--- config.mk ---
export PLATFORM = sky130hd
export DESIGN_NAME = morse_character_keyer_flat
export DESIGN_NICKNAME = d
export VERILOG_FILES = /design/src/mck_pkg.sv /design/src/mck_if.sv /design/src/mck_core.sv /design/src/mck_out_buf.sv /design/src/morse_character_keyer.sv /design/src/flat_wrapper.sv
export SDC_FILE = /design/constraint.sdc
export NUM_CORES = 1
export LEC_CHECK = 0
export ABC_AREA = 1
export BUFFER_PORTS_ARGS = -buffer_cell sky130_fd_sc_hd__buf_2
export CAP_MARGIN = 0
export CORE_MARGIN = 1
export CORE_UTILIZATION = 50
export CTS_CLUSTER_SIZE = 25
export DETAILED_ROUTE_END_ITERATION = 12
export GPL_ROUTABILITY_DRIVEN = 0
export PLACE_DENSITY = 0.68
export SYNTH_ARGS = -nofsm -noshare
export SYNTH_HDL_FRONTEND = slang
export SYNTH_SLANG_ARGS = --single-unit
export TNS_END_PERCENT = 5
--- constraint.sdc ---
create_clock -name clk -period 8.8 [get_ports clk]
set_input_delay 1.76 -clock clk [delete_from_list [all_inputs] [get_ports clk]]
set_output_delay 1.76 -clock clk [all_outputs]
set_load 0.05 [all_outputs]
--- src/mck_pkg.sv ---
`timescale 1ns / 1ps
package mck_pkg;

  localparam int unsigned UnitW = 16;
  localparam int unsigned CountW = 18;
  localparam logic [UnitW-1:0] UnitTicksReset = 16'd1000;

  localparam logic [1:0] REQ_TICK = 2'd0;
  localparam logic [1:0] REQ_CHAR = 2'd1;
  localparam logic [1:0] REQ_SOS  = 2'd2;

  localparam logic [7:0] CHAR_A = 8'h41;
  localparam logic [7:0] CHAR_B = 8'h42;
  localparam logic [7:0] CHAR_C = 8'h43;
  localparam logic [7:0] CHAR_G = 8'h47;
  localparam logic [7:0] CHAR_J = 8'h4a;
  localparam logic [7:0] CHAR_K = 8'h4b;
  localparam logic [7:0] CHAR_O = 8'h4f;
  localparam logic [7:0] CHAR_R = 8'h52;
  localparam logic [7:0] CHAR_S = 8'h53;
  localparam logic [7:0] CHAR_U = 8'h55;
  localparam logic [7:0] CHAR_Z = 8'h5a;
  localparam logic [7:0] CHAR_LC_A = 8'h61;
  localparam logic [7:0] CHAR_LC_Z = 8'h7a;
  localparam logic [7:0] CASE_OFFSET = 8'h20;
  localparam logic [7:0] CHAR_NONE = 8'h00;

  typedef struct packed {
    logic [3:0] pat;
    logic [2:0] len;
  } letter_t;

  typedef struct packed {
    logic       line_on;
    logic [3:0] line_index;
    logic       busy_res;
    logic       accepted;
  } res_t;

  // element pattern, next element in bit 0, 1 dash
  function automatic letter_t letter_lookup(input logic [7:0] c);
    letter_t l;
    case (c)
      CHAR_A:  l = '{pat: 4'd2,  len: 3'd2};
      CHAR_B:  l = '{pat: 4'd1,  len: 3'd4};
      CHAR_C:  l = '{pat: 4'd5,  len: 3'd4};
      CHAR_G:  l = '{pat: 4'd3,  len: 3'd3};
      CHAR_J:  l = '{pat: 4'd14, len: 3'd4};
      CHAR_K:  l = '{pat: 4'd5,  len: 3'd3};
      CHAR_R:  l = '{pat: 4'd2,  len: 3'd3};
      CHAR_U:  l = '{pat: 4'd4,  len: 3'd3};
      CHAR_Z:  l = '{pat: 4'd3,  len: 3'd4};
      CHAR_S:  l = '{pat: 4'd0,  len: 3'd3};
      CHAR_O:  l = '{pat: 4'd7,  len: 3'd3};
      default: l = '{pat: 4'd0,  len: 3'd0};
    endcase
    return l;
  endfunction

endpackage

--- src/mck_if.sv ---
`timescale 1ns / 1ps
interface mck_req_if;
  logic       valid;
  logic       ready;
  logic [1:0] req_type;
  logic [7:0] char_code;
  logic [3:0] line_select;

  modport source (output valid, output req_type, output char_code, output line_select,
                  input ready);
  modport sink (input valid, input req_type, input char_code, input line_select,
                output ready);
endinterface

interface mck_res_if;
  logic       valid;
  logic       ready;
  logic       line_on;
  logic [3:0] line_index;
  logic       busy_res;
  logic       accepted;

  modport source (output valid, output line_on, output line_index, output busy_res,
                  output accepted, input ready);
  modport sink (input valid, input line_on, input line_index, input busy_res,
                input accepted, output ready);
endinterface

--- src/mck_core.sv ---
`timescale 1ns / 1ps
module mck_core (
  input  logic                      clk,
  input  logic                      rst,
  input  logic                      cfg_wr_en,
  input  logic [mck_pkg::UnitW-1:0] cfg_wr_data,
  input  logic                      step,
  input  logic [1:0]                req_type,
  input  logic [7:0]                char_code,
  input  logic [3:0]                line_select,
  output mck_pkg::res_t             res
);

  localparam logic [1:0] PH_IDLE  = 2'd0;
  localparam logic [1:0] PH_MARK  = 2'd1;
  localparam logic [1:0] PH_SPACE = 2'd2;
  localparam logic [1:0] PH_GAP   = 2'd3;

  logic [mck_pkg::UnitW-1:0]  unit_ticks;
  logic [1:0]                 phase, phase_next;
  logic [mck_pkg::CountW-1:0] unit_counter, unit_counter_next;
  logic [3:0]                 element_pattern, element_pattern_next;
  logic [2:0]                 elements_left, elements_left_next;
  logic [1:0]                 sos_letter_count, sos_letter_count_next;
  logic [3:0]                 latched_line, latched_line_next;

  logic [mck_pkg::CountW-1:0] unit1, unit2, unit3, cnt_dec;
  logic [mck_pkg::UnitW-1:0]  unit_len;
  logic [7:0]                 ch_up, ch_sel;
  logic                       is_start, load, do_next, acc;
  mck_pkg::letter_t           ltr;
  logic [3:0]                 pat_src;
  logic [2:0]                 len_src;

  assign unit_len = (unit_ticks == '0) ? mck_pkg::UnitW'(1) : unit_ticks;
  assign unit1 = mck_pkg::CountW'(unit_len);
  assign unit2 = {1'b0, unit_len, 1'b0};
  assign unit3 = unit1 + unit2;
  assign cnt_dec = unit_counter - mck_pkg::CountW'(1);
  assign is_start = (req_type == mck_pkg::REQ_CHAR) || (req_type == mck_pkg::REQ_SOS);

  // fold lower case, and keep S and O for the distress sequence only
  always_comb begin
    ch_up = char_code;
    if (char_code >= mck_pkg::CHAR_LC_A && char_code <= mck_pkg::CHAR_LC_Z) begin
      ch_up = char_code - mck_pkg::CASE_OFFSET;
    end
    if (ch_up == mck_pkg::CHAR_S || ch_up == mck_pkg::CHAR_O) begin
      ch_up = mck_pkg::CHAR_NONE;
    end
  end

  always_comb begin
    phase_next = phase;
    unit_counter_next = unit_counter;
    element_pattern_next = element_pattern;
    elements_left_next = elements_left;
    sos_letter_count_next = sos_letter_count;
    latched_line_next = latched_line;
    acc = 1'b0;
    load = 1'b0;
    do_next = 1'b0;
    ch_sel = ch_up;

    if (is_start) begin
      if (phase == PH_IDLE) begin
        acc = 1'b1;
        latched_line_next = line_select;
        load = 1'b1;
        do_next = 1'b1;
        if (req_type == mck_pkg::REQ_CHAR) begin
          sos_letter_count_next = 2'd0;
        end else begin
          ch_sel = mck_pkg::CHAR_S;
          sos_letter_count_next = 2'd2;
        end
      end
    end else if (phase != PH_IDLE) begin
      unit_counter_next = cnt_dec;
      if (cnt_dec == '0) begin
        case (phase)
          PH_MARK: begin
            phase_next = PH_SPACE;
            unit_counter_next = unit1;
          end
          PH_SPACE: begin
            do_next = 1'b1;
          end
          PH_GAP: begin
            if (sos_letter_count != 2'd0) begin
              ch_sel = (sos_letter_count == 2'd2) ? mck_pkg::CHAR_O : mck_pkg::CHAR_S;
              sos_letter_count_next = sos_letter_count - 2'd1;
              load = 1'b1;
              do_next = 1'b1;
            end else begin
              phase_next = PH_IDLE;
              element_pattern_next = 4'd0;
              elements_left_next = 3'd0;
            end
          end
          default: begin
            phase_next = PH_IDLE;
          end
        endcase
      end
    end

    ltr = mck_pkg::letter_lookup(ch_sel);
    pat_src = load ? ltr.pat : element_pattern;
    len_src = load ? ltr.len : elements_left;

    // start the next element, or the character gap when none are left
    if (do_next) begin
      if (len_src != 3'd0) begin
        element_pattern_next = {1'b0, pat_src[3:1]};
        elements_left_next = len_src - 3'd1;
        phase_next = PH_MARK;
        unit_counter_next = pat_src[0] ? unit3 : unit1;
      end else begin
        element_pattern_next = pat_src;
        elements_left_next = len_src;
        phase_next = PH_GAP;
        unit_counter_next = unit2;
      end
    end
  end

  always_ff @(posedge clk) begin
    if (rst) begin
      unit_ticks <= mck_pkg::UnitTicksReset;
      phase <= PH_IDLE;
      unit_counter <= '0;
      element_pattern <= '0;
      elements_left <= '0;
      sos_letter_count <= '0;
      latched_line <= '0;
    end else begin
      if (cfg_wr_en) begin
        unit_ticks <= cfg_wr_data;
      end
      if (step) begin
        phase <= phase_next;
        unit_counter <= unit_counter_next;
        element_pattern <= element_pattern_next;
        elements_left <= elements_left_next;
        sos_letter_count <= sos_letter_count_next;
        latched_line <= latched_line_next;
      end
    end
  end

  assign res.line_on = (phase_next == PH_MARK);
  assign res.line_index = latched_line_next;
  assign res.busy_res = (phase_next != PH_IDLE);
  assign res.accepted = acc;

endmodule

--- src/mck_out_buf.sv ---
`timescale 1ns / 1ps
module mck_out_buf (
  input  logic          clk,
  input  logic          rst,
  input  logic          push,
  input  mck_pkg::res_t push_data,
  output logic          full,
  output logic          pop_valid,
  input  logic          pop_ready,
  output mck_pkg::res_t pop_data
);

  mck_pkg::res_t slot [2];
  logic          wr_ptr;
  logic          rd_ptr;
  logic [1:0]    count;
  logic          pop;

  assign full = (count == 2'd2);
  assign pop_valid = (count != 2'd0);
  assign pop = pop_valid && pop_ready;
  assign pop_data = slot[rd_ptr];

  always_ff @(posedge clk) begin
    if (push) begin
      slot[wr_ptr] <= push_data;
    end
  end

  always_ff @(posedge clk) begin
    if (rst) begin
      wr_ptr <= 1'b0;
      rd_ptr <= 1'b0;
      count <= 2'd0;
    end else begin
      if (push) begin
        wr_ptr <= ~wr_ptr;
      end
      if (pop) begin
        rd_ptr <= ~rd_ptr;
      end
      case ({push, pop})
        2'b10:   count <= count + 2'd1;
        2'b01:   count <= count - 2'd1;
        default: count <= count;
      endcase
    end
  end

endmodule

--- src/morse_character_keyer.sv ---
`timescale 1ns / 1ps
// morse keyer for one character or one distress sequence at a time
// req channel: one beat per request, req_type tick, start character or
//   start distress sequence, with the ascii code and the line to key
// res channel: exactly one beat per request beat, giving the line level,
//   the latched line index, busy and whether a start was taken
// cfg_wr_en / cfg_wr_data write unit_ticks, the ticks in one time unit;
//   write it only while nothing is in flight
// result: each result beat waits in the result queue behind older ones
// throughput: one request per cycle while the queue has room; the state
//   update is a single pass of logic from keyer registers to the queue
// a start while busy is ignored and reported with accepted low
// reset: idle, line index 0, unit_ticks 1000, result queue empty
// stall: a two-beat result queue keeps taking requests while a result
//   waits; req ready drops only when both queue entries are held
module morse_character_keyer (
  input  logic                      clk,
  input  logic                      rst,
  input  logic                      cfg_wr_en,
  input  logic [mck_pkg::UnitW-1:0] cfg_wr_data,
  mck_req_if.sink                   req,
  mck_res_if.source                 res
);

  logic          full;
  logic          step;
  mck_pkg::res_t core_res;
  mck_pkg::res_t out_res;

  assign req.ready = ~full;
  assign step = req.valid && ~full;

  mck_core u_core (
    .clk         (clk),
    .rst         (rst),
    .cfg_wr_en   (cfg_wr_en),
    .cfg_wr_data (cfg_wr_data),
    .step        (step),
    .req_type    (req.req_type),
    .char_code   (req.char_code),
    .line_select (req.line_select),
    .res         (core_res)
  );

  mck_out_buf u_out_buf (
    .clk       (clk),
    .rst       (rst),
    .push      (step),
    .push_data (core_res),
    .full      (full),
    .pop_valid (res.valid),
    .pop_ready (res.ready),
    .pop_data  (out_res)
  );

  assign res.line_on = out_res.line_on;
  assign res.line_index = out_res.line_index;
  assign res.busy_res = out_res.busy_res;
  assign res.accepted = out_res.accepted;

endmodule
--- src/flat_wrapper.sv ---
// flat-port wrapper written by rule: the top's interface ports become plain ports
module morse_character_keyer_flat 
  (clk, rst, cfg_wr_en, cfg_wr_data, req_valid, req_req_type, req_char_code, req_line_select, req_ready, res_valid, res_line_on, res_line_index, res_busy_res, res_accepted, res_ready);
  mck_req_if req_i ();
  mck_res_if res_i ();
  input  logic clk;
  input  logic rst;
  input  logic cfg_wr_en;
  input  logic [mck_pkg::UnitW-1:0] cfg_wr_data;
  input wire logic [$bits(req_i.valid)-1:0] req_valid;
  input wire logic [$bits(req_i.req_type)-1:0] req_req_type;
  input wire logic [$bits(req_i.char_code)-1:0] req_char_code;
  input wire logic [$bits(req_i.line_select)-1:0] req_line_select;
  output wire logic [$bits(req_i.ready)-1:0] req_ready;
  output wire logic [$bits(res_i.valid)-1:0] res_valid;
  output wire logic [$bits(res_i.line_on)-1:0] res_line_on;
  output wire logic [$bits(res_i.line_index)-1:0] res_line_index;
  output wire logic [$bits(res_i.busy_res)-1:0] res_busy_res;
  output wire logic [$bits(res_i.accepted)-1:0] res_accepted;
  input wire logic [$bits(res_i.ready)-1:0] res_ready;
  assign req_i.valid = req_valid;
  assign req_i.req_type = req_req_type;
  assign req_i.char_code = req_char_code;
  assign req_i.line_select = req_line_select;
  assign req_ready = req_i.ready;
  assign res_valid = res_i.valid;
  assign res_line_on = res_i.line_on;
  assign res_line_index = res_i.line_index;
  assign res_busy_res = res_i.busy_res;
  assign res_accepted = res_i.accepted;
  assign res_i.ready = res_ready;
  morse_character_keyer u_core (.clk(clk), .rst(rst), .cfg_wr_en(cfg_wr_en), .cfg_wr_data(cfg_wr_data), .req(req_i), .res(res_i));
endmodule
# After elaboration in Yosys (flattened, before gate mapping)
# Memories as Yosys holds them, arrays and structs flattened. A register that Yosys moved wholly into a read port is not among the register bits.
# Cells that the tools add are included.
[word_totals]
reg_bits = 53
ramBits = 14
in_bits = 35
output_inout_bits = 9
mem_count = 1
[memory_table]
columns = ["name", "depth", "word_bits", "rd", "rd_clocked_by_memory_dff", "write_ports", "line_no", "rtl"]
rows = [
  ["u_core.u_out_buf.slot", 2, 7, 1, 1, 1, "mck_out_buf.sv:13", "mck_pkg::res_t slot [2];"],
]
[op_classes]
addsub = 7
magnitude_cmp = 2
eq_ne = 26
muxes = 67
bitwise = 3
n_reduce_logical = 24
[ops]
columns = ["op", "n"]
rows = [
  ["$mux 18", 7],
  ["$eq 8x7->1 const B", 13],
  ["$pmux 7 s11", 1],
  ["$mux 8", 9],
  ["$mux 4", 10],
  ["$mux 2", 13],
  ["$mux 3", 8],
  ["$reduce_bool 2->1", 12],
  ["$add 16x17->18", 1],
  ["$logic_not 18->1", 1],
  ["$sub 18x1->18 const B", 1],
  ["$logic_not 16->1", 1],
  ["$mux 16", 1],
  ["$mux 1", 14],
  ["$eq 2x2->1 const B", 6],
  ["$reduce_and 6->1", 2],
  ["$eq 2x1->1 const B", 4],
  ["$ge 8x7->1 const B", 1],
  ["$le 8x7->1 const B", 1],
  ["$sub 8x6->8 const B", 1],
  ["$pmux 2 s3", 1],
  ["$mux 5", 1],
  ["$ne 2x1->1 const B", 2],
  ["$pmux 2 s2", 1],
  ["other kinds (11)", 17],
]

# Logic depth before layout (Yosys ltp)
[depth]
ltp_word = 18
depth_mapped = 29
mapped_depth_nobuf = 29

# Cells and area by module
# From an unflattened synthesis, not the netlist that was laid out.
[unflattened]
cells_unflattened = 904
hier_area_um2 = 5893.2
[by_module_without_submodules]
columns = ["mod", "instances", "cells_each", "area_each_um2"]
rows = [
  ["mck_core", 1, 842, 5112.4],
  ["mck_out_buf", 1, 59, 767.0],
  ["morse_character_keyer", 1, 3, 13.8],
]

# Worst setup path after synthesis
# OpenSTA, ideal clock, no wires.
[synth_path]
path_kind = "input to register"
from = "in req_char_code[6]"
to = "reg u_core.u_core.unit_counter[16] in the netlist's numbering"
setup_ps = 134
arrival_ps = 4119
required_ps = 8666
setup_slack_ps = 4547
path_stages = 25
cell_sequence = "inv_1 > nor3_1 > nand2_1 > o21ai_0 > nand2_1 > nor2_1 > nor2_1 > nand2_1 > nand3_1 > nand2_1 > nand2_1 > nor2_2 > nand2_1 > nand3_1 > nor2_1 > nand2_1 > o21ai_1 > ha_1 > nand2_4 > inv_2 > buf_6 > nand2_1 > nand3_1 > nand2_1 > a21oi_1"
[synth_via]
elab_chain_cells = 17
elab_cells_between_ends = 34
[synth_rtl]
columns = ["element", "line_no", "rtl"]
rows = [
  ["start, declared", "flat_wrapper.sv:12", "input wire logic [$bits(req_i.char_code)-1:0] req_char_code;"],
  ["$ge 8x7->1 or $le 8x7->1 (tied branches)", "mck_core.sv:45", "if (char_code >= mck_pkg::CHAR_LC_A && char_code <= mck_pkg::CHAR_LC_Z) begin"],
  ["$logic_and 1x1->1", "mck_core.sv:45", ""],
  ["$mux 8 *", "mck_core.sv:45", ""],
  ["$eq 8x7->1", "mck_core.sv:48", "if (ch_up == mck_pkg::CHAR_S || ch_up == mck_pkg::CHAR_O) begin"],
  ["$logic_or 1x1->1", "mck_core.sv:48", ""],
  ["$mux 8 *", "mck_core.sv:48", ""],
  ["$mux 8", "mck_core.sv:90", "if (sos_letter_count != 2'd0) begin"],
  ["$mux 8", "mck_core.sv:81", "case (phase)"],
  ["$mux 8", "mck_core.sv:80", "if (cnt_dec == '0) begin"],
  ["$mux 8", "mck_core.sv:78", "end else if (phase != PH_IDLE) begin"],
  ["$mux 8 *", "mck_core.sv:65", "if (is_start) begin"],
  ["$eq 8x7->1", "mck_pkg.sv:43", "case (c)"],
  ["$pmux 7 s11 *", "mck_pkg.sv:43", ""],
  ["$mux 3 or $mux 4 (tied branches)", "mck_core.sv:110, mck_core.sv:109", ""],
  ["$reduce_bool 3->1 or $mux 18 (tied branches)", "mck_core.sv:114, mck_core.sv:118", ""],
  ["$mux 18 *", "mck_core.sv:114", "if (len_src != 3'd0) begin"],
  ["$mux 18 *", "mck_core.sv:113", "if (do_next) begin"],
  ["end signal, assigned", "mck_core.sv:143", "unit_counter <= unit_counter_next;"],
  ["end, declared", "mck_core.sv:21", "logic [mck_pkg::CountW-1:0] unit_counter, unit_counter_next;"],
]
# Mark *: on every way between the ends. The rest lies on a longest branch, timed or not.
# A chain may end at the register's enable or synchronous reset.

# Worst setup path in the final report
# Same ends and word-level chain as after synthesis.

==> flow_summary.ini <==
[power_and_ir_drop]
finalPower_mw = 1.29
power.density_mw_per_mm2 = 218
ir_drop_uv = 98.5
cellLeakagePower_nw = 2.85

[sta]
rsz0062_at_grt = no
worst_pin_slew_ps = 984
holdWs_ps = 458
fin_crit_ps = 4670
finalHoldViolations = 0
setup-tns-final_ps = 0
layout_setup_ws_ps = 4130
slew_viol_final = 0
fin_skew_ps = 5.90
setup_violations = 0
max_slew_margin_pct = 34.1
period_share_pct = 53.0
fmax_mhz = 214

[finish]
num-fill-cells = 1040
finalNetCount = 929
post-route-util_pct = 56.3
drive_above_1_share_pct = 12.5
antenna_cells = 0
layout_commonest_cell = nand2_1
area_growth_pct = 7.67
final_cell_mix = nand2_1, inv_1, a21oi_1

[status]
status = complete, no violations

[drt]
first_pass_iters = 7
vias = 5423
vias_per_cell = 5.41
drtIter0Drc = 332
ant_nets = 0
drt-total-wl_mm = 13.1
drc = 0
wl_per_cell_um = 13.0

[flow_run]
cap_violations = 0

[floorplan]
row_count = 37
die_area_mm2 = 0.0114
core_area_mm2 = 0.0105
die_h_um = 107
initial_core_util_pct = 52.3
die_w_um = 107
ios = 44

[critical_path]
cp-end-kind = register
critical_path.max_fanout = 27
cp_data_arrival_time_ps = 4890
start_kind = input pin
critical_path_class = in2reg
worstPathRequired_ps = 9020

[synthesis]
ys_seq_elements = 68
netlist_area_mm2 = 0.00549
synth_warnings = 0
syn_avg_cell_area_um2 = 6.55
ys_types = 49
synth_ff_type = dfxtp_1
synth_edf_count = 14
syn_nets = 906
synthCells = 839
ys_seq_area_share_pct = 27.3
synthArstFlopShare_pct = 0

[grt]
grt_pass1_wl_mm = 22.1
grt_use_total_pct = 23.9
grt_pass1_vias = 4808
overflow = 0
antenna_found_initial = 0
grt_max_degree = 31

[clock_network]
post_cts_buffers = 0
holdBufCountCts = 0
cts_tree = built
cts.repair.resized = 0
clockBufferDepth = 2
cts_num_sinks = 68
clk_latency_ps = 350
cts_root_buffer = clkbuf_8
htree_levels = 3
path_clk_slew_ps = 80
cts_buffers = 9

[placement]
port_buffers = 43
place_ws_ps = 3780
dpl.hpwl_mm = 9.99

[min_path]
hp-class = reg2reg
## power by group
group | internal (mW) | switching [mW] | total [mW]
logic | 0.200 | 0.423 | 0.623
clock network | 0.121 | 0.137 | 0.258
registers | 0.368 | 0.0386 | 0.406
total | 0.689 | 0.598 | 1.29
## metrics by stage
stage               cells  cell area (um^2)
CTS                  1003              5920
global placement      987              5720
detailed placement    987              5720
floorplan             839              5490
global route         1003              5920
finish               1003              5920
## metal layers
| layer | part of all wire (%) | up-vias | GRT usage, % |
|---|---|---|---|
| met5 | 0 | - | 0 |
| met2 | 46 | 155 | 40.0 |
| met4 | 1.2 | 0 | 6.65 |
| met3 | 5.3 | 13 | 3.04 |
| met1 | 48 | 2443 | 32.2 |
| li1 | - | 2812 | - |
## worst max-delay path: stages
cell and delay (ps):
buf_2 90, inv_1 50, nor3_1 230, nand2_1 130, o21ai_0 230, nand2_1 90, nor2_1 250, nor2_1 80
nand2_1 70, nand3_1 60, nand2_1 100, nand2_1 100, nor2_2 140, nand2_1 110, nand3_1 90, nor2_1 50
nand2_1 50, o21ai_1 140, ha_1 270, nand2_4 250, inv_2 220, nand2_1 100, nand3_1 80, nand2_1 90
a21oi_1 60
## cells by family (layout without fill, tap and decap cells)
family	count (synthesis)	in the layout	synth area share [%]
buffers and inverters	149	177	10.9
adders and majority gates	32	32	7.42
xor gates and xnor gates	17	17	2.71
AOI/OAI and AO/OA	207	207	20.9
and+or+nand+nor	358	358	29.1
muxes	8	8	1.62
DFF	68	68	27.3
## state kept, by name, indices dropped and copies added, names as in the netlist, named ones only
register                        flops
u_core.u_out_buf.wr_ptr             1
u_core.u_core.sos_letter_count      2
u_core.u_core.unit_counter         18
u_core.u_core.elements_left         3
u_core.u_out_buf.count              2
u_core.u_core.unit_ticks           16
u_core.u_core.element_pattern       4
u_core.u_core.phase                 2
u_core.u_out_buf.slot              14
u_core.u_out_buf.rd_ptr             1
u_core.u_core.latched_line          4
## cell usage after synthesis (2+ instances only)
master      n  area share, %
o21ai_1    27            2.5
mux2_2      7            1.4
o211ai_1    3           0.41
inv_1     110            7.5
nor4_1      3           0.34
nor2_4      3           0.61
xnor2_1     5           0.80
a21oi_2     2           0.32
o221ai_1    2           0.32
inv_2       8           0.55
ha_1       31            7.1
buf_4       2           0.27
nor2_1     67            4.6
buf_2       2           0.18
dfxtp_1    54             20
nand2_4     3           0.61
nand3b_1    3           0.41
xor2_1     12            1.9
nor2_2      8           0.91
clkbuf_1   22            1.5
nand2_1   191             13
edfxtp_1   14            7.7
buf_6       4           0.82
nand3_2     5           0.91
or2_2       2           0.23
o21bai_1   15            2.0
a31oi_1    17            1.9
o21ai_0    60            5.5
a21oi_1    73            6.6
nand2_2     6           0.68
nand4_1     9            1.0
nand3_1    49            4.5
nor3_1      4           0.36
## area by class of cell
| class | count | area (um^2) | area share, % |
|---|---|---|---|
| Clock inverter | 6 | 43.8 | 0.740 |
| Timing Repair Buffer | 43 | 215 | 3.64 |
| Inverter | 118 | 443 | 7.49 |
| Clock buffer | 10 | 149 | 2.52 |
| Tap cell | 136 | 170 | 2.88 |
| Multi-Input combinational cell | 622 | 3390 | 57.4 |
| Sequential cell | 68 | 1500 | 25.4 |
## path summary, 6_finish.rpt
kind / from / endpoint / slack (ps) / cells past startpoint
max reg2reg: u_core.u_core.unit_ticks[6] / u_core.u_core.unit_counter[13] / 4590 / 21
min reg2reg: u_core.u_out_buf.rd_ptr / u_core.u_out_buf.rd_ptr / 460 / 1
max: req_char_code[6] / u_core.u_core.unit_counter[16] / 4130 / 25
min: u_core.u_out_buf.rd_ptr / u_core.u_out_buf.rd_ptr / 460 / 1
Power figures use the tool's default switching activity.
